<file path="config.mk">
export PLATFORM = sky130hd
export DESIGN_NAME = signed_sum_solution_counter
export DESIGN_NICKNAME = d
export VERILOG_FILES = /design/src/sv/ssc_pkg.sv /design/src/sv/ssc_ram.sv /design/src/sv/ssc_enum.sv /design/src/sv/signed_sum_solution_counter.sv
export SDC_FILE = /design/constraint.sdc
export NUM_CORES = 1
export LEC_CHECK = 0
export ABC_AREA = 1
export BUFFER_PORTS_ARGS = -buffer_cell sky130_fd_sc_hd__buf_2
export CAP_MARGIN = 20
export CORE_MARGIN = 2
export CORE_UTILIZATION = 60
export CTS_CLUSTER_SIZE = 14
export DETAILED_ROUTE_END_ITERATION = 10
export PLACE_DENSITY = 0.77
export SLEW_MARGIN = 40
export SYNTH_ARGS = -nofsm -noshare
export SYNTH_HDL_FRONTEND = slang
export SYNTH_SLANG_ARGS = --single-unit
</file>
<file path="constraint.sdc">
create_clock -name clock -period 8.9 [get_ports clock]
set_input_delay 0.445 -clock clock [delete_from_list [all_inputs] [get_ports clock]]
set_output_delay 0.445 -clock clock [all_outputs]
set_load 0.05 [all_outputs]
</file>
<file path="src/sv/ssc_pkg.sv">
// shared types and constants for the signed sum solution counter
// no dependencies; imported by the enumerator and the top level
`default_nettype none

package ssc_pkg;

   // field widths fixed by the interface
   localparam int VALUE_W = 16;
   localparam int TOTAL_W = 21;
   localparam int COUNT_W = 16;
   localparam logic [COUNT_W-1:0] COUNT_MAX = {COUNT_W{1'b1}};

   // enumerator status back to the control sequencer
   typedef struct packed {
      logic               done;
      logic [COUNT_W-1:0] count;
   } enum_status_type;

endpackage

`default_nettype wire

</file>
<file path="src/sv/ssc_ram.sv">
// generic single write port, single read port ram with registered read
// no dependencies
`default_nettype none

module ssc_ram #(
   parameter int WIDTH = 16,
   parameter int DEPTH = 16
) (
   input  wire logic                     clock,
   input  wire logic                     wr_en,
   input  wire logic [$clog2(DEPTH)-1:0] wr_addr,
   input  wire logic [WIDTH-1:0]         wr_data,
   input  wire logic                     rd_en,
   input  wire logic [$clog2(DEPTH)-1:0] rd_addr,
   output logic      [WIDTH-1:0]         rd_data
);

   logic [WIDTH-1:0] mem_ff [DEPTH];
   logic [WIDTH-1:0] rd_data_ff;

   // write port and registered read port
   always_ff @(posedge clock) begin
      if (wr_en) begin
         mem_ff[wr_addr] <= wr_data;
      end
      if (rd_en) begin
         rd_data_ff <= mem_ff[rd_addr];
      end
   end

   assign rd_data = rd_data_ff;

endmodule

`default_nettype wire

</file>
<file path="src/sv/ssc_enum.sv">
// gray code sign pattern enumerator: one pattern per cycle from the value ram
// depends on ssc_pkg; reads the value store through the top level's ram
`default_nettype none

module ssc_enum #(
   parameter int MAX_VALUES = 16
) (
   input  wire logic                                  clock,
   input  wire logic                                  reset,
   input  wire logic                                  start,
   input  wire logic [MAX_VALUES-1:0]                 masks,
   input  wire logic signed [ssc_pkg::TOTAL_W-1:0]    init_total,
   input  wire logic signed [ssc_pkg::TOTAL_W-1:0]    target,
   output logic                                       rd_en,
   output logic      [$clog2(MAX_VALUES)-1:0]         rd_addr,
   input  wire logic [ssc_pkg::VALUE_W-1:0]           rd_data,
   output ssc_pkg::enum_status_type                   status
);

   import ssc_pkg::*;

   localparam int IDX_W  = MAX_VALUES;
   localparam int ADDR_W = $clog2(MAX_VALUES);

   // position of the single set bit of a one-hot word
   function automatic logic [ADDR_W-1:0] onehot_pos(input logic [IDX_W-1:0] oh);
      logic [ADDR_W-1:0] pos;
      pos = '0;
      for (int b = 0; b < IDX_W; b++) begin
         if (oh[b]) begin
            pos = pos | ADDR_W'(b);
         end
      end
      return pos;
   endfunction

   logic                      busy_ff,    busy_in;
   logic [IDX_W-1:0]          idx_ff,     idx_in;
   logic [IDX_W-1:0]          masks_ff,   masks_in;
   logic                      rd_vld_ff,  rd_vld_in;
   logic                      add_ff,     add_in;
   logic signed [TOTAL_W-1:0] tot_ff,     tot_in;
   logic                      tot_vld_ff, tot_vld_in;
   logic [COUNT_W-1:0]        count_ff,   count_in;
   logic                      done_ff,    done_in;

   logic [IDX_W-1:0]          low_bit;
   logic                      issue;
   logic signed [TOTAL_W-1:0] step;

   // lowest set bit of the pattern index picks the sign that flips
   assign low_bit = idx_ff & (~idx_ff + IDX_W'(1));
   assign issue   = busy_ff && (idx_ff != masks_ff);
   assign rd_en   = issue;
   assign rd_addr = onehot_pos(low_bit) + ADDR_W'(1);

   // twice the value read back, sign extended
   assign step = {{(TOTAL_W-VALUE_W-1){rd_data[VALUE_W-1]}}, rd_data, 1'b0};

   always_comb begin
      busy_in    = busy_ff;
      idx_in     = idx_ff;
      masks_in   = masks_ff;
      rd_vld_in  = 1'b0;
      add_in     = add_ff;
      tot_in     = tot_ff;
      tot_vld_in = 1'b0;
      count_in   = count_ff;
      done_in    = 1'b0;
      if (start) begin
         busy_in    = 1'b1;
         idx_in     = IDX_W'(1);
         masks_in   = masks;
         tot_in     = init_total;
         tot_vld_in = 1'b1;
         count_in   = '0;
      end else if (busy_ff) begin
         // issue the read for the next pattern
         if (issue) begin
            rd_vld_in = 1'b1;
            add_in    = ((low_bit << 1) & idx_ff) == '0;
            idx_in    = idx_ff + IDX_W'(1);
         end
         // apply the flipped sign to the running total
         if (rd_vld_ff) begin
            tot_in     = add_ff ? tot_ff + step : tot_ff - step;
            tot_vld_in = 1'b1;
         end
         // count a matching pattern, saturating
         if (tot_vld_ff && (tot_ff == target) && (count_ff != COUNT_MAX)) begin
            count_in = count_ff + COUNT_W'(1);
         end
         if (!issue && !rd_vld_ff && !tot_vld_ff) begin
            busy_in = 1'b0;
            done_in = 1'b1;
         end
      end
   end

   always_ff @(posedge clock) begin
      if (reset) begin
         busy_ff    <= 1'b0;
         rd_vld_ff  <= 1'b0;
         tot_vld_ff <= 1'b0;
         done_ff    <= 1'b0;
      end else begin
         busy_ff    <= busy_in;
         rd_vld_ff  <= rd_vld_in;
         tot_vld_ff <= tot_vld_in;
         done_ff    <= done_in;
      end
      idx_ff   <= idx_in;
      masks_ff <= masks_in;
      add_ff   <= add_in;
      tot_ff   <= tot_in;
      count_ff <= count_in;
   end

   assign status = '{done: done_ff, count: count_ff};

endmodule

`default_nettype wire

</file>
<file path="src/sv/signed_sum_solution_counter.sv">
// Signed sum solution counter, top level.
// Channels: req_ (value, is_last) loads one list element per beat; the element
// marked is_last closes the list. rsp_ carries one beat per list with
// solution_count and too_few. csr_ writes target_sum; csr_ready is always high.
// Loading takes elements back to back; req_ready is high while loading.
// After the last element of a list of n values (n capped at MAX_VALUES) the
// block enumerates all 2^(n-1) sign patterns in gray code order, one pattern
// per cycle, set by the single read port of the value ram. A list shorter
// than two values skips the enumeration and gives its result with too_few
// set and a zero count.
// Values beyond MAX_VALUES in one list are dropped.
// Reset (synchronous, active high) clears the load count, the target and all
// handshake state; the value ram needs no clearing pass.
// If the receiver stalls, the result beat is held in the output register;
// the next list may be loaded meanwhile, and its result waits for the slot.
`default_nettype none

module signed_sum_solution_counter #(
   parameter int MAX_VALUES = 16
) (
   input  wire logic                                clock,
   input  wire logic                                reset,
   input  wire logic                                req_valid,
   output logic                                     req_ready,
   input  wire logic signed [ssc_pkg::VALUE_W-1:0]  req_value,
   input  wire logic                                req_is_last,
   output logic                                     rsp_valid,
   input  wire logic                                rsp_ready,
   output logic      [ssc_pkg::COUNT_W-1:0]         rsp_solution_count,
   output logic                                     rsp_too_few,
   input  wire logic                                csr_valid,
   output logic                                     csr_ready,
   input  wire logic signed [ssc_pkg::TOTAL_W-1:0]  csr_target_sum
);

   import ssc_pkg::*;

   localparam int IDX_W  = MAX_VALUES;
   localparam int ADDR_W = $clog2(MAX_VALUES);
   localparam int CNT_W  = $clog2(MAX_VALUES + 1);

   typedef enum logic [1:0] {
      S_LOAD,
      S_RUN,
      S_DONE
   } state_type;

   state_type                 state_ff;
   logic [CNT_W-1:0]          loaded_ff;
   logic signed [TOTAL_W-1:0] init_ff;
   logic signed [TOTAL_W-1:0] target_ff;
   logic [COUNT_W-1:0]        count_ff;
   logic                      few_ff;
   logic                      rsp_valid_ff;
   logic [COUNT_W-1:0]        rsp_count_ff;
   logic                      rsp_few_ff;

   logic                      req_acc;
   logic                      has_room;
   logic signed [TOTAL_W-1:0] value_ext;
   logic signed [TOTAL_W-1:0] init_in;
   logic [IDX_W-1:0]          masks_in;
   logic                      start;
   logic                      rsp_load;
   logic                      rd_en;
   logic [ADDR_W-1:0]         rd_addr;
   logic [VALUE_W-1:0]        rd_data;
   enum_status_type           status;

   assign req_ready = (state_ff == S_LOAD);
   assign req_acc   = req_valid && req_ready;
   assign csr_ready = 1'b1;
   assign has_room  = loaded_ff < CNT_W'(MAX_VALUES);
   assign value_ext = TOTAL_W'(req_value);

   // first value takes a plus sign, the rest start as minus (pattern zero)
   always_comb begin
      init_in = init_ff;
      if (loaded_ff == '0) begin
         init_in = value_ext;
      end else if (has_room) begin
         init_in = init_ff - value_ext;
      end
   end

   // number of patterns: 2^(n-1), n being the stored count after this beat
   assign masks_in = has_room ? (IDX_W'(1) << loaded_ff)
                              : (IDX_W'(1) << (MAX_VALUES - 1));

   assign start = req_acc && req_is_last && (loaded_ff != '0);

   // result slot takes a new beat when empty or being drained
   assign rsp_load = (state_ff == S_DONE) && (!rsp_valid_ff || rsp_ready);

   ssc_ram #(
      .WIDTH(VALUE_W),
      .DEPTH(MAX_VALUES)
   ) u_value_ram (
      .clock  (clock),
      .wr_en  (req_acc && has_room),
      .wr_addr(loaded_ff[ADDR_W-1:0]),
      .wr_data(req_value),
      .rd_en  (rd_en),
      .rd_addr(rd_addr),
      .rd_data(rd_data)
   );

   ssc_enum #(
      .MAX_VALUES(MAX_VALUES)
   ) u_enum (
      .clock     (clock),
      .reset     (reset),
      .start     (start),
      .masks     (masks_in),
      .init_total(init_in),
      .target    (target_ff),
      .rd_en     (rd_en),
      .rd_addr   (rd_addr),
      .rd_data   (rd_data),
      .status    (status)
   );

   // sequencer, load bookkeeping and result register
   always_ff @(posedge clock) begin
      if (reset) begin
         state_ff     <= S_LOAD;
         loaded_ff    <= '0;
         target_ff    <= '0;
         rsp_valid_ff <= 1'b0;
      end else begin
         if (csr_valid && csr_ready) begin
            target_ff <= csr_target_sum;
         end
         if (rsp_load) begin
            rsp_valid_ff <= 1'b1;
         end else if (rsp_valid_ff && rsp_ready) begin
            rsp_valid_ff <= 1'b0;
         end
         unique case (state_ff)
            S_LOAD: begin
               if (req_acc) begin
                  init_ff <= init_in;
                  if (req_is_last) begin
                     loaded_ff <= '0;
                     if (loaded_ff == '0) begin
                        few_ff   <= 1'b1;
                        count_ff <= '0;
                        state_ff <= S_DONE;
                     end else begin
                        few_ff   <= 1'b0;
                        state_ff <= S_RUN;
                     end
                  end else if (has_room) begin
                     loaded_ff <= loaded_ff + CNT_W'(1);
                  end
               end
            end
            S_RUN: begin
               if (status.done) begin
                  count_ff <= status.count;
                  state_ff <= S_DONE;
               end
            end
            S_DONE: begin
               if (rsp_load) begin
                  rsp_count_ff <= count_ff;
                  rsp_few_ff   <= few_ff;
                  state_ff     <= S_LOAD;
               end
            end
            default: begin
               state_ff <= S_LOAD;
            end
         endcase
      end
   end

   assign rsp_valid          = rsp_valid_ff;
   assign rsp_solution_count = rsp_count_ff;
   assign rsp_too_few        = rsp_few_ff;

   // the value ram is only read while patterns are being enumerated
   a_read_in_run: assert property (@(posedge clock) disable iff (reset)
      rd_en |-> (state_ff == S_RUN))
      else $error("value ram read outside enumeration");

   // a short list never reports a nonzero count
   a_few_zero: assert property (@(posedge clock) disable iff (reset)
      (rsp_valid && rsp_too_few) |-> (rsp_solution_count == '0))
      else $error("short list with nonzero count");

   // enumeration finishes only while the sequencer waits for it
   a_done_in_run: assert property (@(posedge clock) disable iff (reset)
      status.done |-> (state_ff == S_RUN))
      else $error("enumerator done outside enumeration");

endmodule

`default_nettype wire
</file>
==> qor.csv <==
stage,metric,value,unit
outcome,result of the run,"finished, final reports clean",
global_routing,initial antenna violation count,1,
yosys,"Top FF cell, synth",sky130_fd_sc_hd__edfxtp_1,
floorplan,Cell Rows,70,
clock_network,number of sinks handled by clock tree synthesis,430,
timing,Slew Limit Headroom,0.411,
run,MaxCap Viol Count,0,
timing,transition time at the pin with the least slew margin,0.883,ns
clock_network,CTS HTree Levels,2,
drt,antenna-violating nets left,0,
yosys,Post-Syn Area,22300,um^2
placement,number of buffer cells added on primary ports,61,
floorplan,effective utilization at floorplan,0.609,
timing,part of the cycle the worst path needs,0.459,
timing,final-report setup violation count,0,
drt,DRC violation count after routing,0,
yosys,number of synthesized flops with an enable pin,365,
finish,nets@finish,2610,
yosys,post-synthesis cell type count,48,
yosys,async set or reset register ratio after synthesis,0,
yosys,average cell area after synthesis,9.00,um^2
setup_path,"Req. time, crit path",9.36,ns
timing,Final WS setup,4.82,ns
placement,post-detailed-placement half-perimeter wirelength,36.0,mm
global_routing,global-route wire length before repair,88.5,mm
finish,multi-input logic area,8270,um^2
setup_path,crit path DAT,4.54,ns
floorplan,top-level I/O count,63,
setup_path,Worst Path Buf+Inv,5,
finish,Synth-to-Final Area Change,9.74,%
power,power density cells,230,nW/um^2
timing,maximum clock frequency,245,MHz
clock_network,number of buffers inserted for hold repair after clock tree synthesis,0,
power,Max IR drop VDD,0.247,mV
setup_path,Top Family by Delay on Critical Path,simple AND/OR/NAND/NOR gates,
clock_network,number of instances resized during post-cts repair,0,
setup_path,Critical Path Source Type,flop,
finish,Filler Cell Count,2839,
global_routing,total grt overflow,0,
timing,total count of hold-check failures in the final report,0,
timing,Tmin final,4.08,ns
power,Static Leak,0.0101,uW
setup_path,highest fanout seen on the critical path,64,
yosys,Ys Warns,0,
yosys,number of standard cells after synthesis,2476,
floorplan,die height,197,um
setup_path,Reg-to-Reg Start,u_enum.idx_ff[0],
yosys,share of synthesized area occupied by flip-flops and latches,0.550,
drt,number of vias in the routed layout,17253,
clock_network,clock-pin transition on the worst setup and hold timing paths,0.06,ns
setup_path,largest stage delay on the critical path,0.63,ns
finish,fraction of final layout cells with drive strength greater than 1,0.0786,
clock_network,setup fix buffers added after clock tree synthesis,0,
setup_path,slowest CP cell,sky130_fd_sc_hd__buf_4,
finish,antenna fix cells,0,
timing,max-slew violation count,0,
setup_path,element type at the critical path end,flop,
global_routing,number of global-route vias before repair,16794,
timing,unrepaired setup endpoints after global routing,no,
worst_hold_path,path type of the worst min-delay path,input pin to flop,
clock_network,TritonCTS clock tree,done,
timing,final clock skew,0.0279,ns
clock_network,clock root cell,sky130_fd_sc_hd__clkbuf_16,
timing,setup total negative slack,0,ns
global_routing,overall routing resource usage,0.295,
clock_network,clk_lat worst skew,0.59,ns
placement,GP Congestion,0.914,
worst_hold_path,hold endpoint,target_ff[16],
setup_path,number of cells traversed by the worst register-to-register path,15,
finish,area occupied by registers,12300,um^2
setup_path,worst-case register-to-register setup slack,4.82,ns
drt,detailed-routing iteration count for the pre-antenna-repair pass,7,
yosys,synthesis-stage register bit count,430,
drt,number of DRC markers in iteration 0,1393,
global_routing,pin count of the biggest net entering global routing,107,
clock_network,number of clock buffers inserted by TritonCTS,45,
worst_hold_path,worst min-delay path startpoint,csr_target_sum[16],
setup_path,type of the worst setup path,flop to flop,
setup_path,sequence of cells on the critical path,"inv_2, ha_1, inv_1, nand2_1, inv_1, nand2_1, nor2_4, buf_4, nand2_4, ha_2, buf_4, nand3_1, nand3_1, nand3_1, nand2_1",
worst_hold_path,WHS Path Cells,3,
yosys,synthesized netlist net count,2575,
floorplan,die area,38700,um^2
floorplan,area of the core,36600,um^2
placement,pre-CTS setup slack,4.94,ns
clock_network,maximum count of clock buffers along a single path,3,
floorplan,Die Wd,197,um
setup_path,FF-to-FF End,u_value_ram.rd_data[0],
drt,Routed wire per std cell,18.6,um
drt,post-DR vias/cell,5.72,
drt,Detailed Route WL,56.0,mm
[layer usage]
layer  wire length, um  global-route usage  up-vias  part of all wire
met4              1960               0.115        2             0.035
met2             26300               0.498      753              0.47
met3              4610              0.0489      137             0.082
li1                  -                   -     8344                 -
met5                11                   0        -           0.00020
met1             23100               0.384     8017              0.41
[worst max path at each step]
| stage | depth (start not counted) | end | startpoint | slack, ns |
|---|---|---|---|---|
| finish | 15 | u_value_ram.rd_data[0] | u_enum.idx_ff[0] | 4.82 |
| global route | 15 | u_value_ram.rd_data[10] | u_enum.idx_ff[0] | 4.55 |
| CTS | 15 | u_value_ram.rd_data[12] | u_enum.idx_ff[0] | 4.88 |
| detailed placement | 15 | u_value_ram.rd_data[10] | u_enum.idx_ff[0] | 4.94 |
| global placement | 15 | u_value_ram.rd_data[8] | u_enum.idx_ff[0] | 4.92 |
| floorplan | 6 | u_value_ram.mem_ff[10][0] | state_ff[0] | 5.50 |
[through the flow]
step / std cells / hold WS [ns] / cell area, um^2 / total power [uW] / util
global placement: 2932 / 0.402 / 23000 / 3690 / 0.627
CTS: 3014 / 0.0787 / 24500 / 5630 / 0.668
detailed placement: 2932 / 0.405 / 23000 / 3740 / 0.627
global route: 3014 / 0.105 / 24500 / 5880 / 0.668
finish: 3014 / 0.101 / 24500 / 5620 / 0.668
floorplan: 2476 / 0.400 / 22300 / 3430 / -
[worst reg2reg max path, delay by kind of cell, from the launching register on]
kind / cells / cell delay [ns]
adders and majority gates: 2 / 0.80
DFF: 1 / 0.45
and+or+nand+nor: 8 / 1.38
buffers and inverters: 5 / 1.32
[cell families (layout without fill, tap and decap cells)]
| family | count (synthesis) | after routing | synth area share |
|---|---|---|---|
| XOR/XNOR | 68 | 68 | 0.0267 |
| flip-flops | 430 | 430 | 0.550 |
| AND/OR/NAND/NOR | 1270 | 1270 | 0.260 |
| AO/OA/AOI/OAI | 200 | 200 | 0.0481 |
| other | 1 | 1 | 0.000168 |
| buffers and inverters | 451 | 521 | 0.0823 |
| adder cells (fa/ha/maj) | 56 | 56 | 0.0321 |
[where the power goes]
| group | total [uW] | leakage (uW) | switching (uW) | internal, uW |
|---|---|---|---|---|
| clock | 1900 | 0.000713 | 777 | 1120 |
| sequential | 2400 | 0.00385 | 69.5 | 2330 |
| combinational | 1330 | 0.00551 | 911 | 416 |
| total | 5620 | 0.0101 | 1760 | 3860 |
[flip-flops by register name, summed over array words and instances, names as in the netlist]
signal and flops:
count_ff 16, loaded_ff 5, u_enum.add_ff 1, rsp_too_few 1
u_enum.done_ff 1, state_ff 2, u_enum.idx_ff 16, u_enum.tot_ff 21
u_enum.tot_vld_ff 1, rsp_valid 1, u_value_ram.mem_ff 256, few_ff 1
target_ff 21, u_enum.count_ff 16, u_enum.busy_ff 1, u_enum.masks_ff 16
u_enum.rd_vld_ff 1, rsp_solution_count 16, u_value_ram.rd_data 16, init_ff 21
[final cells by class]
class                           instances  share of cell area
Tap cell                              468              0.0239
Timing Repair Buffer                   90              0.0215
Clock inverter                         23              0.0123
Clock buffer                           59              0.0486
Multi-Input combinational cell       1595               0.338
Inverter                              349              0.0537
Sequential cell                       430               0.501
[Yosys cell counts, types with 3 or more instances]
cell | number | share of area
sky130_fd_sc_hd__nand2_2 | 4 | 0.0011
sky130_fd_sc_hd__xor2_1 | 37 | 0.015
sky130_fd_sc_hd__buf_6 | 4 | 0.0020
sky130_fd_sc_hd__nor2_1 | 214 | 0.036
sky130_fd_sc_hd__o21bai_1 | 4 | 0.0013
sky130_fd_sc_hd__nor3_1 | 48 | 0.011
sky130_fd_sc_hd__a21oi_1 | 90 | 0.020
sky130_fd_sc_hd__or2_2 | 5 | 0.0014
sky130_fd_sc_hd__buf_1 | 3 | 0.00051
sky130_fd_sc_hd__and2_1 | 3 | 0.00084
sky130_fd_sc_hd__inv_2 | 6 | 0.0010
sky130_fd_sc_hd__nor4_1 | 6 | 0.0017
sky130_fd_sc_hd__dfxtp_1 | 65 | 0.058
sky130_fd_sc_hd__a31oi_1 | 3 | 0.00084
sky130_fd_sc_hd__edfxtp_1 | 365 | 0.49
sky130_fd_sc_hd__a21o_1 | 4 | 0.0013
sky130_fd_sc_hd__clkbuf_1 | 40 | 0.0067
sky130_fd_sc_hd__nor3b_1 | 3 | 0.0010
sky130_fd_sc_hd__inv_1 | 341 | 0.057
sky130_fd_sc_hd__o21ai_0 | 80 | 0.018
sky130_fd_sc_hd__a221oi_1 | 3 | 0.0012
sky130_fd_sc_hd__nor2_2 | 4 | 0.0011
sky130_fd_sc_hd__nor2_4 | 3 | 0.0015
sky130_fd_sc_hd__o22ai_1 | 5 | 0.0014
sky130_fd_sc_hd__buf_4 | 17 | 0.0057
sky130_fd_sc_hd__nand4_1 | 32 | 0.0090
sky130_fd_sc_hd__nand3b_1 | 97 | 0.033
sky130_fd_sc_hd__buf_2 | 38 | 0.0085
sky130_fd_sc_hd__nand2_1 | 515 | 0.087
sky130_fd_sc_hd__xnor2_1 | 31 | 0.012
sky130_fd_sc_hd__nand3_1 | 331 | 0.074
sky130_fd_sc_hd__ha_1 | 54 | 0.030
[cells in the final DEF (no fill, tap or decap), types with 53 or more instances in the layout]
cell type                  instances
sky130_fd_sc_hd__nand2_1         514
sky130_fd_sc_hd__edfxtp_1        365
sky130_fd_sc_hd__inv_1           340
sky130_fd_sc_hd__nand3_1         331
sky130_fd_sc_hd__nor2_1          207
sky130_fd_sc_hd__nand3b_1         97
sky130_fd_sc_hd__a21oi_1          90
sky130_fd_sc_hd__o21ai_0          80
sky130_fd_sc_hd__dfxtp_1          65
sky130_fd_sc_hd__buf_2            61
sky130_fd_sc_hd__ha_1             53
No activity file was read; power rests on OpenSTA's default activity.
